--- config.mk ---
export PLATFORM = sky130hd
export DESIGN_NAME = route_best_path_select
export DESIGN_NICKNAME = d
export VERILOG_FILES = /design/src/hdl/rbps_pkg.sv /design/src/hdl/route_best_path_select.sv /design/src/hdl/rbps_front.sv /design/src/hdl/rbps_queue.sv /design/src/hdl/rbps_back.sv
export SDC_FILE = /design/constraint.sdc
export NUM_CORES = 1
export LEC_CHECK = 0
export BUFFER_PORTS_ARGS = -buffer_cell sky130_fd_sc_hd__buf_2
export CAP_MARGIN = 20
export CORE_MARGIN = 8
export CORE_UTILIZATION = 35
export DETAILED_ROUTE_END_ITERATION = 16
export SETUP_SLACK_MARGIN = 0.05
export SYNTH_ARGS = -nofsm -noshare
export SYNTH_HDL_FRONTEND = slang
export SYNTH_HIERARCHICAL = 1
export SYNTH_SLANG_ARGS = --single-unit
--- constraint.sdc ---
create_clock -name clk -period 17.4 [get_ports clk]
set_input_delay 4.35 -clock clk [delete_from_list [all_inputs] [get_ports clk]]
set_output_delay 4.35 -clock clk [all_outputs]
set_load 0.005 [all_outputs]
--- src/hdl/rbps_pkg.sv ---
// rbps_pkg: shared types and constants of the best-path selector
// beat payload structs for the input and result channels, queue entry type
// no dependencies
package rbps_pkg;

  localparam int unsigned LP_W   = 32;
  localparam int unsigned HOPS_W = 8;
  localparam int unsigned ORG_W  = 2;
  localparam int unsigned MED_W  = 32;
  localparam int unsigned TIME_W = 64;
  localparam int unsigned IDX_W  = 8;

  localparam logic [LP_W-1:0] DEFAULT_LP_RESET = 32'd100;

  localparam int unsigned QDEPTH = 4;
  localparam int unsigned QAW    = $clog2(QDEPTH);
  localparam int unsigned QCW    = $clog2(QDEPTH + 1);

  typedef struct packed {
    logic              route_valid;
    logic              via_tunnel;
    logic              carries_lp;
    logic [LP_W-1:0]   lp_value;
    logic [HOPS_W-1:0] as_hops;
    logic [ORG_W-1:0]  origin;
    logic              has_med;
    logic [MED_W-1:0]  med;
    logic              prefix_is_ip;
    logic              nexthop_same_family;
    logic [TIME_W-1:0] updated_time;
    logic              last;
  } route_in_t;

  typedef struct packed {
    logic             best_found;
    logic [IDX_W-1:0] best_index;
  } route_out_t;

  // classified candidate as held in the queue
  typedef struct packed {
    logic              consider;
    logic              via_tunnel;
    logic [LP_W-1:0]   pref;
    logic [HOPS_W-1:0] as_hops;
    logic [ORG_W-1:0]  origin;
    logic              has_med;
    logic [MED_W-1:0]  med;
    logic              prefix_is_ip;
    logic              same_family;
    logic [TIME_W-1:0] updated_time;
    logic [IDX_W-1:0]  position;
    logic              last;
  } route_job_t;

endpackage

--- src/hdl/route_best_path_select.sv ---
// route_best_path_select: top level of the per-prefix best-path selector
// front classifier, candidate queue and comparison back end; depends on rbps_pkg
//
//   channel  | direction | handshake            | beat
//   ---------+-----------+----------------------+---------------------------
//   in_      | input     | in_valid / in_stall  | route_in_t candidate
//   out_     | output    | out_valid / out_stall| route_out_t best path
//   cfg_     | input     | cfg_valid / cfg_ready| default local preference
//
// one candidate beat per cycle while in_stall is low; the comparison chain in the back end decides
// the result, which is registered once the last beat has left the queue and the output register is free
// a four-entry queue absorbs output stalls; in_stall rises when it is full
// synchronous reset empties the queue, clears the best route and position counter,
// and sets the default local preference to 100
module route_best_path_select #(
  parameter int unsigned MAX_ROUTES = 256
) (
  input  logic                      clk,
  input  logic                      rst_n,
  input  logic                      in_valid,
  output logic                      in_stall,
  input  rbps_pkg::route_in_t       in_data,
  output logic                      out_valid,
  input  logic                      out_stall,
  output rbps_pkg::route_out_t      out_data,
  input  logic                      cfg_valid,
  output logic                      cfg_ready,
  input  logic [rbps_pkg::LP_W-1:0] cfg_data
);

  logic                 q_full;
  logic                 q_empty;
  logic                 q_push;
  logic                 q_pop;
  rbps_pkg::route_job_t push_job;
  rbps_pkg::route_job_t head_job;

  rbps_front #(
    .MAX_ROUTES(MAX_ROUTES)
  ) u_front (
    .clk       (clk),
    .rst_n     (rst_n),
    .in_valid  (in_valid),
    .in_stall  (in_stall),
    .in_data   (in_data),
    .cfg_valid (cfg_valid),
    .cfg_ready (cfg_ready),
    .cfg_data  (cfg_data),
    .q_full    (q_full),
    .q_push    (q_push),
    .q_job     (push_job)
  );

  rbps_queue u_queue (
    .clk      (clk),
    .rst_n    (rst_n),
    .push     (q_push),
    .push_job (push_job),
    .full     (q_full),
    .pop      (q_pop),
    .empty    (q_empty),
    .head_job (head_job)
  );

  rbps_back u_back (
    .clk       (clk),
    .rst_n     (rst_n),
    .q_empty   (q_empty),
    .q_job     (head_job),
    .q_pop     (q_pop),
    .out_valid (out_valid),
    .out_stall (out_stall),
    .out_data  (out_data)
  );

endmodule

--- src/hdl/rbps_front.sv ---
// rbps_front: accepts candidate beats, resolves local preference and position
// holds the default local preference register and the position counter
// depends on rbps_pkg
module rbps_front #(
  parameter int unsigned MAX_ROUTES = 256
) (
  input  logic                       clk,
  input  logic                       rst_n,
  input  logic                       in_valid,
  output logic                       in_stall,
  input  rbps_pkg::route_in_t        in_data,
  input  logic                       cfg_valid,
  output logic                       cfg_ready,
  input  logic [rbps_pkg::LP_W-1:0]  cfg_data,
  input  logic                       q_full,
  output logic                       q_push,
  output rbps_pkg::route_job_t       q_job
);

  localparam int unsigned PW = $clog2(MAX_ROUTES + 1);

  logic [rbps_pkg::LP_W-1:0] default_lp_r;
  logic [PW-1:0]             pos_r;
  logic [PW-1:0]             pos_nxt;
  logic [PW+rbps_pkg::IDX_W-1:0] pos_ext;
  logic                      in_range;

  assign cfg_ready = 1'b1;
  assign in_stall  = q_full;
  assign q_push    = in_valid && !q_full;

  assign in_range = pos_r < PW'(MAX_ROUTES);
  assign pos_ext  = {{rbps_pkg::IDX_W{1'b0}}, pos_r};

  always_comb begin
    q_job.consider     = in_data.route_valid && in_range;
    q_job.via_tunnel   = in_data.via_tunnel;
    q_job.pref         = in_data.carries_lp ? in_data.lp_value : default_lp_r;
    q_job.as_hops      = in_data.as_hops;
    q_job.origin       = in_data.origin;
    q_job.has_med      = in_data.has_med;
    q_job.med          = in_data.med;
    q_job.prefix_is_ip = in_data.prefix_is_ip;
    q_job.same_family  = in_data.nexthop_same_family;
    q_job.updated_time = in_data.updated_time;
    q_job.position     = pos_ext[rbps_pkg::IDX_W-1:0];
    q_job.last         = in_data.last;
  end

  always_comb begin
    pos_nxt = pos_r;
    if (q_push) begin
      if (in_data.last) begin
        pos_nxt = '0;
      end else if (in_range) begin
        pos_nxt = pos_r + PW'(1);
      end
    end
  end

  always_ff @(posedge clk) begin
    if (!rst_n) begin
      default_lp_r <= rbps_pkg::DEFAULT_LP_RESET;
      pos_r        <= '0;
    end else begin
      if (cfg_valid && cfg_ready) begin
        default_lp_r <= cfg_data;
      end
      pos_r <= pos_nxt;
    end
  end

endmodule

--- src/hdl/rbps_queue.sv ---
// rbps_queue: short fifo of classified candidates between front and back
// depends on rbps_pkg
module rbps_queue (
  input  logic                 clk,
  input  logic                 rst_n,
  input  logic                 push,
  input  rbps_pkg::route_job_t push_job,
  output logic                 full,
  input  logic                 pop,
  output logic                 empty,
  output rbps_pkg::route_job_t head_job
);

  rbps_pkg::route_job_t mem [rbps_pkg::QDEPTH];

  logic [rbps_pkg::QAW-1:0] wr_ptr_r;
  logic [rbps_pkg::QAW-1:0] rd_ptr_r;
  logic [rbps_pkg::QCW-1:0] count_r;
  logic [rbps_pkg::QCW-1:0] count_nxt;

  assign full     = count_r == rbps_pkg::QCW'(rbps_pkg::QDEPTH);
  assign empty    = count_r == '0;
  assign head_job = mem[rd_ptr_r];

  always_comb begin
    count_nxt = count_r;
    if (push && !pop) begin
      count_nxt = count_r + rbps_pkg::QCW'(1);
    end else if (pop && !push) begin
      count_nxt = count_r - rbps_pkg::QCW'(1);
    end
  end

  always_ff @(posedge clk) begin
    if (push) begin
      mem[wr_ptr_r] <= push_job;
    end
  end

  always_ff @(posedge clk) begin
    if (!rst_n) begin
      wr_ptr_r <= '0;
      rd_ptr_r <= '0;
      count_r  <= '0;
    end else begin
      if (push) begin
        wr_ptr_r <= wr_ptr_r + rbps_pkg::QAW'(1);
      end
      if (pop) begin
        rd_ptr_r <= rd_ptr_r + rbps_pkg::QAW'(1);
      end
      count_r <= count_nxt;
    end
  end

endmodule

--- src/hdl/rbps_back.sv ---
// rbps_back: compares each queued candidate against the held best route
// emits the result beat on the last candidate of a prefix; depends on rbps_pkg
module rbps_back (
  input  logic                 clk,
  input  logic                 rst_n,
  input  logic                 q_empty,
  input  rbps_pkg::route_job_t q_job,
  output logic                 q_pop,
  output logic                 out_valid,
  input  logic                 out_stall,
  output rbps_pkg::route_out_t out_data
);

  rbps_pkg::route_job_t best_r;
  logic                 have_best_r;
  logic                 out_valid_r;
  logic                 out_valid_nxt;
  rbps_pkg::route_out_t out_data_r;
  rbps_pkg::route_out_t out_data_nxt;
  logic                 beats;
  logic                 win;

  assign out_valid = out_valid_r;
  assign out_data  = out_data_r;

  assign q_pop = !q_empty && (!q_job.last || !out_valid_r || !out_stall);

  // preference chain, first differing criterion that applies decides
  always_comb begin
    beats = 1'b0;
    if (!have_best_r) begin
      beats = 1'b1;
    end else if (q_job.via_tunnel != best_r.via_tunnel) begin
      beats = !q_job.via_tunnel;
    end else if (q_job.pref != best_r.pref) begin
      beats = q_job.pref > best_r.pref;
    end else if (q_job.as_hops != best_r.as_hops) begin
      beats = q_job.as_hops < best_r.as_hops;
    end else if (q_job.origin != best_r.origin) begin
      beats = q_job.origin < best_r.origin;
    end else if (q_job.has_med && best_r.has_med && q_job.med != best_r.med) begin
      beats = q_job.med < best_r.med;
    end else if (q_job.prefix_is_ip && q_job.same_family != best_r.same_family) begin
      beats = q_job.same_family;
    end else begin
      beats = q_job.updated_time > best_r.updated_time;
    end
  end

  assign win = q_pop && q_job.consider && beats;

  always_comb begin
    out_data_nxt.best_found = have_best_r || win;
    if (win) begin
      out_data_nxt.best_index = q_job.position;
    end else if (have_best_r) begin
      out_data_nxt.best_index = best_r.position;
    end else begin
      out_data_nxt.best_index = '0;
    end
  end

  always_comb begin
    out_valid_nxt = out_valid_r;
    if (q_pop && q_job.last) begin
      out_valid_nxt = 1'b1;
    end else if (out_valid_r && !out_stall) begin
      out_valid_nxt = 1'b0;
    end
  end

  always_ff @(posedge clk) begin
    if (win) begin
      best_r <= q_job;
    end
    if (q_pop && q_job.last) begin
      out_data_r <= out_data_nxt;
    end
  end

  always_ff @(posedge clk) begin
    if (!rst_n) begin
      have_best_r <= 1'b0;
      out_valid_r <= 1'b0;
    end else begin
      if (q_pop && q_job.last) begin
        have_best_r <= 1'b0;
      end else if (win) begin
        have_best_r <= 1'b1;
      end
      out_valid_r <= out_valid_nxt;
    end
  end

endmodule

Yosys cells after proc, flatten, opt, wreduce, memory -nomap -nowiden
Memory sizes are Yosys's and may differ from the RTL's. A register that Yosys moved wholly into a read port is not among the register bits.
Cells that the tools add are included.
- register bits: 208
- memories kept: 1
- RAM bits: 608
- logic and storage cells: 87
- bits of input ports: 182
- bits in read-only memories: 0
- latch bits: 0
- memories (memory ; depth ; bits a word ; read ports ; clocked after Yosys merged registers in ; write ports ; RTL line ; text):
    u_queue.mem ; 4 ; 152 ; 1 ; 1 ; 1 ; rbps_queue.sv:14 ; rbps_pkg::route_job_t mem [rbps_pkg::QDEPTH];
- shifts and indexed selects: 0
- mux-type cells: 20
- multiply operators: 0
- div/mod/pow operators: 0
- $lt $le $gt $ge: 6
- $add $sub $neg: 5
- eq/ne operators: 7
- bitwise logic cells: 1
- reduce and logical (&&, ||, !) cells: 29
- operators by type and width (kind ; number):
    greater-than comparator 64 bit ; 1
    inequality test 32 bit ; 2
    greater-than comparator 32 bit ; 1
    less-than comparator 32 bit ; 1
    two-way mux 32 bit ; 1
    two-way mux 9 bit ; 2
    two-way mux 8 bit ; 2
    logical AND 1 bit ; 12
    two-way mux 1 bit ; 11
    adder 9 x 1 -> 9 bit (second input constant) ; 1
    less-than comparator 9 bit (second input constant) ; 1
    zero test 1 bit ; 8
    less-than comparator 8 bit ; 1
    inequality test 8 bit ; 1
    two-way mux 3 bit ; 2
    nonzero test 2 bit ; 3
    adder 2 x 1 -> 2 bit (second input constant) ; 2
    two-way mux 2 bit ; 2
    adder 3 x 1 -> 3 bit (second input constant) ; 1
    equality test 3 bit (second input constant) ; 1
    zero test 3 bit ; 1
    logical OR 1 bit ; 3
    subtractor 3 x 1 -> 3 bit (second input constant) ; 1
    less-than comparator 2 bit ; 1
    other kinds (5) ; 6

Depth between registers and ports, before layout
Gate-level depths: netlist (run 1).
- word-level depth: 11
- mapped depth: 16
- depth with buffers taken out: 12

By module
The synthesis (run 1) kept the hierarchy.
- by module, submodules not included (module ; area an instance (µm²) ; seq. area each (µm²) ; cells each ; times used):
    rbps_queue ; 22350.2 ; 18437.7 ; 837 ; 1
    rbps_back ; 8588.2 ; 4784.6 ; 686 ; 1
    rbps_front ; 2975.4 ; 820.8 ; 319 ; 1

Worst setup path before layout (run 1)
OpenSTA, ideal clock, no wires.
- path kind: input-to-reg
- start point: input in_valid
- end point: memory u_queue/mem[0][0] (netlist bit) (enable)
- library setup time: 529 ps
- cell stages on the path: 4
- arrival time: 8203 ps
- setup slack: 8667 ps
- cell sequence: nand2b_4 -> buf_2 -> inv_1 -> and2_1
- cells in the longest elaborated chain, start to end: 3
- RTL lines (element ; RTL line ; text):
    start, declared ; route_best_path_select.sv:20 ; input logic in_valid,
    logical AND 1 bit ; rbps_front.sv:30 ; assign q_push = in_valid && !q_full;
    named net q_push ; route_best_path_select.sv:33 ; logic q_push;
    two-way mux 1 bit ; rbps_queue.sv:35 ; if (push) begin
    two-way mux 1 bit (implied by the code) ; rbps_queue.sv:36 ; mem[wr_ptr_r] <= push_job;
    end, declared ; rbps_queue.sv:14 ;
The timed path passes the listed nets, and every way through them passes these cells.

Final worst setup path (run 1)
- start point: input out_stall
- end point: register u_back/best_r[19] (netlist bit) (enable)
- cells in the longest elaborated chain, start to end: 5
- RTL lines (element ; RTL line ; text):
    start, declared ; route_best_path_select.sv:24 ; input logic out_stall,
    zero test 1 bit ; rbps_back.sv:26 ; assign q_pop = !q_empty && (!q_job.last || !out_valid_r || !out_stall);
    logical OR 1 bit ; rbps_back.sv:26 ;
    logical AND 1 bit ; rbps_back.sv:26 ;
    named net q_pop ; route_best_path_select.sv:34 ; logic q_pop;
    logical AND 1 bit (2 in a row) ; rbps_back.sv:50 ; assign win = q_pop && q_job.consider && beats;
    named net u_back.win ; rbps_back.sv:21 ; logic win;
    end signal, assigned ; rbps_back.sv:74 ; best_r <= q_job;
    end, declared ; rbps_back.sv:14 ; rbps_pkg::route_job_t best_r;
The timed path passes the listed nets, and every way through them passes these cells.
A chain may end at the register's enable or synchronous reset.

==> qor.csv, run 1 <==
metric,value,unit
floorplan.die.width,327,um
grt_use_total,0.126,
dpl.cell_count,3154,
critical_path_arrival,7340,ps
stdcell_count,3322,
tightest_slew,1110,ps
floorplan.die_area,107000,um^2
postSynthAreaPerCell,18.4,um^2
clock.fmax,141,MHz
cp.required,17650,ps
chipHeight,327,um
setup-tns-final,0,ps
final.setup.worst_slack,10310,ps
hold_buffers,0,
io_buffer_count,192,
drc,0,
crit_slowest_cell,buf_12,
globalRouteOverflowTotal,0,
h_tree_depth,3,
post-route-min-period,7090,ps
detailedPlacementHpwl,42.9,mm
final_hold_viol_count,0,
hp-class,flip-flop to flip-flop,
route.detailed.vias_per_inst,4.78,
ys.warnings.count,6,
cts_tree,yes,
placement.cell_area,35400,um^2
cts_root_buffer,clkbuf_16,
power.density_cell_area,163,nW/um^2
number_of_antenna_violations_at_the_first_check_in_global_routing,38,
drt-wirelength-per-cell,20.5,um
hp-start,u_front/default_lp_r[5],
seq_area_frac_synth,0.709,
preCtsSetupSlack,9710,ps
ys_async_sr_fraction,0,
first_iteration_detailed_routing_drc_count,958,
synthesis_to_layout_area_growth,12.4,%
first_pass_grt_wire_length,104,mm
cp_cell_sequence,buf_2 > a31oi_2 > nand2_8 > a2111oi_1 > nand2_1 > nor2_4 > o41ai_4 > o211ai_4 > buf_12,
cts.sink_count,818,
grt_start_max_net_pins,131,
tritoncts.num_buffers,87,
status,finished clean,
r2r_slack,11230,ps
ioPinCount,194,
syn-cell-area,33900,um^2
yosys_most_used_dff,edfxtp_1,
finalWeightedCongestion,0.711,
worst_r2r_endpoint,u_back/best_r[19],
syn-instance-count,1842,
timing.final.crit_share,0.408,
clk_pin_slew,60,ps
drt-pass1-iter-count,5,
synthesis.nets,2169,
slew_viols_final,0,
route.vias.total,15900,
postCtsSetupRepairBufs,0,
synthDistinctLibCells,69,
wl,68.1,mm
worstRegToRegCells,12,
timing.critical_path.slowest_cell_delay,590,ps
final_design_area_excluding_fillers,38100,um^2
largest_fanout_on_the_critical_path,130,
clk-insertion-delay-late,640,ps
setup_viol,0,
initial_core_util,0.352,
yosysMostFrequentCell,edfxtp_1,
timing.critical_path.from_type,primary input,
drive_above_1_share,0.261,
leakage,13.4,nW
timing.hold.worst_endpoint,u_front/default_lp_r[5],
setup.worst_path.end_class,flip-flop,
rsz_0062_raised_after_global_routing,false,
drt.antenna.violating_nets,0,
main_area_contributors_after_synthesis,"edfxtp_1 68%, mux4_2 10%, ha_1 5.3%, dfxtp_1 3.1%, buf_4 2.7%",
synth.cells.most_frequent,"766 x edfxtp_1, 155 x inv_1, 152 x mux4_2, 144 x ha_1, 121 x buf_4",
hold_slack,475,ps
final_core_util,0.395,
hold_path_depth,2,
core.rowCount,114,
skew,29.1,ps
path_buf_inv,2,
p_total,6.21,mW
post_synth_edffs,766,
synth_top_area_cell,edfxtp_1,
maximum_clock_insertion_buffer_count,3,
number_of_global_route_vias_before_repair,17400,
cp_top_family,compound AO/OA/AOI/OAI gates,
cts-resized-gates,0,
drv_cap,0,
netlist.area_leader.share,0.678,
num-fill-cells,8730,
fin_nets,2294,
slew-limit-headroom,0.260,
fp.coreArea,96400,um^2
max-vdd-ir-drop,0.000112,V
critPathKind,primary input to flip-flop,
ys_ff_latch,818,
tightest hold or removal path, cell delays in order, from the launching register on:
cell and delay, ps:
dfxtp_1 330, mux2i_1 60, nand2_1 60
per-layer routing:
metal,global-route usage,part of all wire,vias to the layer above
met1,0.161,0.43,8085
met2,0.214,0.49,328
met5,0,0.00084,-
met4,0.0327,0.019,10
met3,0.0296,0.055,115
li1,-,-,7348
area by class of cell:
class	instances	area (um^2)	share of cell area
Sequential cell	818	24100	0.631
Multi-Input combinational cell	699	8090	0.212
Clock buffer	104	2260	0.0593
Tap cell	1276	1600	0.0419
Timing Repair Buffer	206	1090	0.0286
Inverter	155	582	0.0153
Clock inverter	55	428	0.0112
Antenna cell	9	22.5	0.000591
kinds of logic (layout without fill, tap and decap cells):
kind of cell,after synthesis,in the layout,share of synthesized area
flops,818,818,0.709
buf+inv,325,520,0.0529
mux,222,222,0.123
simple gates,191,191,0.0328
fa+ha+maj,146,146,0.0540
compound gates,134,134,0.0272
xor+xnor,5,5,0.00129
other cells,1,10,0.000111
report_power, final:
part	total, mW	internal (mW)	switching [mW]
combinational	1.67	0.688	0.985
sequential	2.80	2.67	0.130
clock	1.74	0.991	0.751
cells in the final DEF (no fill, tap or decap), types with 5 or more instances in the layout:
cell | synthesis | layout
o21ai_0 | 17 | 17
clkbuf_1 | 13 | 16
a21oi_1 | 49 | 49
nand3_1 | 23 | 23
buf_2 | 24 | 192
a21boi_0 | 7 | 7
nor3_1 | 7 | 7
a21o_1 | 10 | 10
clkbuf_16 | 0 | 88
and2_4 | 1 | 5
nor2_1 | 15 | 15
a211oi_1 | 5 | 5
mux2_2 | 30 | 30
mux4_2 | 152 | 152
diode_2 | 0 | 9
nand3b_1 | 5 | 5
clkinv_2 | 0 | 18
clkinv_1 | 0 | 22
a22o_1 | 9 | 9
buf_4 | 121 | 12
dfxtp_1 | 52 | 50
nand4_1 | 23 | 23
ha_1 | 144 | 144
nor2b_1 | 36 | 36
mux2i_1 | 38 | 38
o31ai_1 | 5 | 5
and2_1 | 10 | 6
nor4_1 | 9 | 9
clkinvlp_4 | 0 | 5
a221oi_1 | 5 | 5
inv_1 | 155 | 155
edfxtp_1 | 766 | 766
nand2_1 | 39 | 39
worst max-delay path by stage:
stage / endpoint / depth (start not counted) / start
3_5_place_dp: u_back/out_data[6] / 10 / out_stall
5_1_grt: u_back/best_r[19] / 9 / out_stall
6_report: u_back/best_r[19] / 9 / out_stall
2_1_floorplan: u_queue/mem[0][0] / 4 / in_valid
3_3_place_gp: u_back/best_r[54] / 9 / out_stall
4_1_cts: u_back/out_data[6] / 10 / out_stall
flip-flops by register name, summed over array words and instances, names as in the netlist, named ones only:
signal,count
u_back/out_data,9
u_front/pos_r,9
u_back/best_r,149
u_front/default_lp_r,32
u_queue/count_r,3
u_queue/mem,608
u_back/out_valid,1
u_queue/rd_ptr_r,2
u_queue/wr_ptr_r,2
u_back/have_best_r,1
Note: power is estimated with default switching activity, not from simulation.
==> run 2, diff against run 1 <==
==> constraint.sdc (replaced) <==
create_clock -name clk -period 7.13 [get_ports clk]
set_input_delay 1.7825 -clock clk [delete_from_list [all_inputs] [get_ports clk]]
set_output_delay 1.7825 -clock clk [all_outputs]
set_load 0.005 [all_outputs]
==> qor.csv, run 2 (synthesis gave the netlist of run 1 again) <==
metric,value,unit,change
status,finished clean,,
setup_viol,0,,unchanged
hold_path_depth,2,,unchanged
mostFrequentLayoutCells,"766 x edfxtp_1, 192 x buf_2, 155 x inv_1",,
grt_start_max_net_pins,104,,-21%
critical-path-top-cell-by-count,buf_4,,
timing.hold.worst_endpoint,u_front/default_lp_r[5],,
timing.final.crit_share,0.740,,
timing.critical_path.from_type,flip-flop,,
hp-class,flip-flop to flip-flop,,
setup-tns-final,0,ps,unchanged
first_iteration_detailed_routing_drc_count,892,,-6.9%
critPathKind,flip-flop to flip-flop,,
cts_tree,yes,,
synthesis_to_layout_area_growth,13.3,%,
r2r_slack,1860,ps,-9370 ps
num-fill-cells,8667,,-0.72%
route.detailed.vias_per_inst,4.80,,+0.37%
clock.fmax,190,MHz,
core.rowCount,114,,unchanged
comb_power_share,0.266,,-0.003
ioPinCount,194,,unchanged
finalWeightedCongestion,0.723,,+1.7%
internal-power,10.9,mW,+150%
largest_fanout_on_the_critical_path,59,,-55%
crit_slowest_cell,dfxtp_4,,
skew,25.3,ps,-3.83 ps
drt-pass1-iter-count,4,,-1
post-route-min-period,5270,ps,
rsz_0062_raised_after_global_routing,false,,
power_frac_seq,0.441,,-0.009
first_pass_grt_wire_length,104,mm,+0.39%
grt_use_met3,0.0316,,+0.00199
critical_path_arrival,5510,ps,-1830 ps
cts_root_buffer,clkbuf_16,,
maximum_clock_insertion_buffer_count,3,,unchanged
cp_cell_sequence,buf_4 > mux4_2 > ha_1 > nand4_1 > nor4_1 > nand3_1 > o311ai_1 > o211a_1 > a31oi_4 > o211ai_4 > buf_4,,
floorplan.die.width,327,um,unchanged
final.setup.worst_slack,1860,ps,-8450 ps
clk_pin_slew,60,ps,about the same
drt.antenna.violating_nets,0,,unchanged
initial_core_util,0.352,,unchanged
largest_register_ff_count,608,,unchanged
tritoncts.num_buffers,87,,unchanged
drv_cap,0,,unchanged
hold_buffers,0,,unchanged
number_of_global_route_vias_before_repair,17500,,+0.70%
clk-insertion-delay-late,630,ps,about the same
floorplan.die_area,107000,um^2,unchanged
grt-busiest-layer,met2,,
power.density_cell_area,403,nW/um^2,+150%
io_buffer_count,192,,unchanged
postCtsSetupRepairBufs,0,,unchanged
chipHeight,327,um,unchanged
worst_r2r_endpoint,u_back/best_r[25],,
slew_viols_final,0,,unchanged
swShare,0.295,,-0.00587
met2_demand_to_capacity_share_in_global_routing,0.214,,about the same
final_hold_viol_count,0,,unchanged
regMostFlops,u_queue/mem,,
tightest_slew,1010,ps,-102 ps
final-seq-area,24100,um^2,unchanged
largest_registers,"u_queue/mem x608, u_back/best_r x149, u_front/default_lp_r x32",,
hp-start,u_front/default_lp_r[5],,
route.vias.total,16000,,+0.52%
slew-limit-headroom,0.326,,+0.0664
multi_input_area,8090,um^2,unchanged
grt_use_total,0.126,,+0.000537
leading_cell_type_in_the_layout_fill_and_taps_excluded,edfxtp_1,,
cts-resized-gates,0,,unchanged
fin_nets,2297,,+0.13%
cp.required,7370,ps,-10280 ps
drc,0,,unchanged
max-vdd-ir-drop,0.000354,V,+220%
leakage,13.6,nW,+1.1%
grtUsageMet1,0.159,,-0.00200
switchingPower,4.56,mW,+140%
setup.worst_path.end_class,flip-flop,,
globalRouteOverflowTotal,0,,unchanged
fp.coreArea,96400,um^2,unchanged
drt-wirelength-per-cell,20.5,um,-0.14%
drive_above_1_share,0.269,,+0.00867
preCtsSetupSlack,1690,ps,-8020 ps
timing.critical_path.slowest_cell_delay,810,ps,+220 ps
number_of_antenna_violations_at_the_first_check_in_global_routing,35,,-7.9%
detailedPlacementHpwl,43.1,mm,+0.46%
wl,68.1,mm,about the same
clock_group_share_of_total_power,0.294,,+0.014
h_tree_depth,3,,unchanged
worstRegToRegCells,11,,-1
cts.sink_count,818,,unchanged
run 2: cell count changes in the layout (fill, tap and decap cells not counted), moves of 2 or more:
cell,change
bufinv_16,+7
inv_6,+6
clkbuf_8,+2
buf_4,-2
clkinv_4,+2
clkinv_2,+3
clkbuf_1,-3
clkinv_8,-3
buf_12,+5
clkinv_1,-11
run 2: layout make-up:
type / instances / area share
well taps: 1276 / 0.0416
inverters: 155 / 0.0151
repair buffers: 209 / 0.0306
diodes: 9 / 0.000586
flip-flops and latches: 818 / 0.626
clock buffers: 104 / 0.0599
clock inverters: 57 / 0.0158
multi-input cells: 699 / 0.210
run 2: worst max-delay path by stage:
stage | startpoint | end | slack [ps] | cells past startpoint
2_1_floorplan | in_valid | u_queue/mem[0][0] | 960 | 4
3_3_place_gp | flip-flop | u_back/best_r[54] | 1810 | 11
3_5_place_dp | flip-flop | u_back/best_r[54] | 1690 | 11
4_1_cts | flip-flop | u_back/best_r[57] | 1690 | 11
5_1_grt | flip-flop | u_back/best_r[25] | 1540 | 11
6_report | flip-flop | u_back/best_r[25] | 1860 | 11
run 2: per-stage QoR:
stage	hold WS, ps	power [mW]	util	instances	area [um^2]
finish	469	15.5	0.398	3327	38400
global placement	449	11.0	0.368	3157	35500
floorplan	434	9.96	-	1842	33900
CTS	470	15.7	0.398	3318	38400
detailed placement	455	11.1	0.368	3157	35500
global route	498	16.4	0.398	3321	38400
run 2: power by group through the flow:
stage          Combinational [mW]  Sequential [mW]  Clock [mW]
6_report                     4.11             6.82        4.54
5_1_grt                      4.65             6.91        4.84
4_1_cts                      4.20             6.84        4.68
3_5_place_dp                 4.18             6.93           0
3_3_place_gp                 4.07             6.90           0
2_1_floorplan                3.11             6.85           0
run 2: worst max-delay path: cells and delay by family, from the launching register on:
kind	cells	cell delay (ps)
mux	1	410
simple gates	3	880
fa+ha+maj	1	330
compound gates	4	1210
buf+inv	2	1170
flops	1	810
run 2: per-layer routing:
metal | vias to the layer above | share of wire
met3 | 123 | 0.058
met5 | - | 0.0013
met4 | 16 | 0.021
met1 | 8132 | 0.43
li1 | 7364 | -
met2 | 333 | 0.49
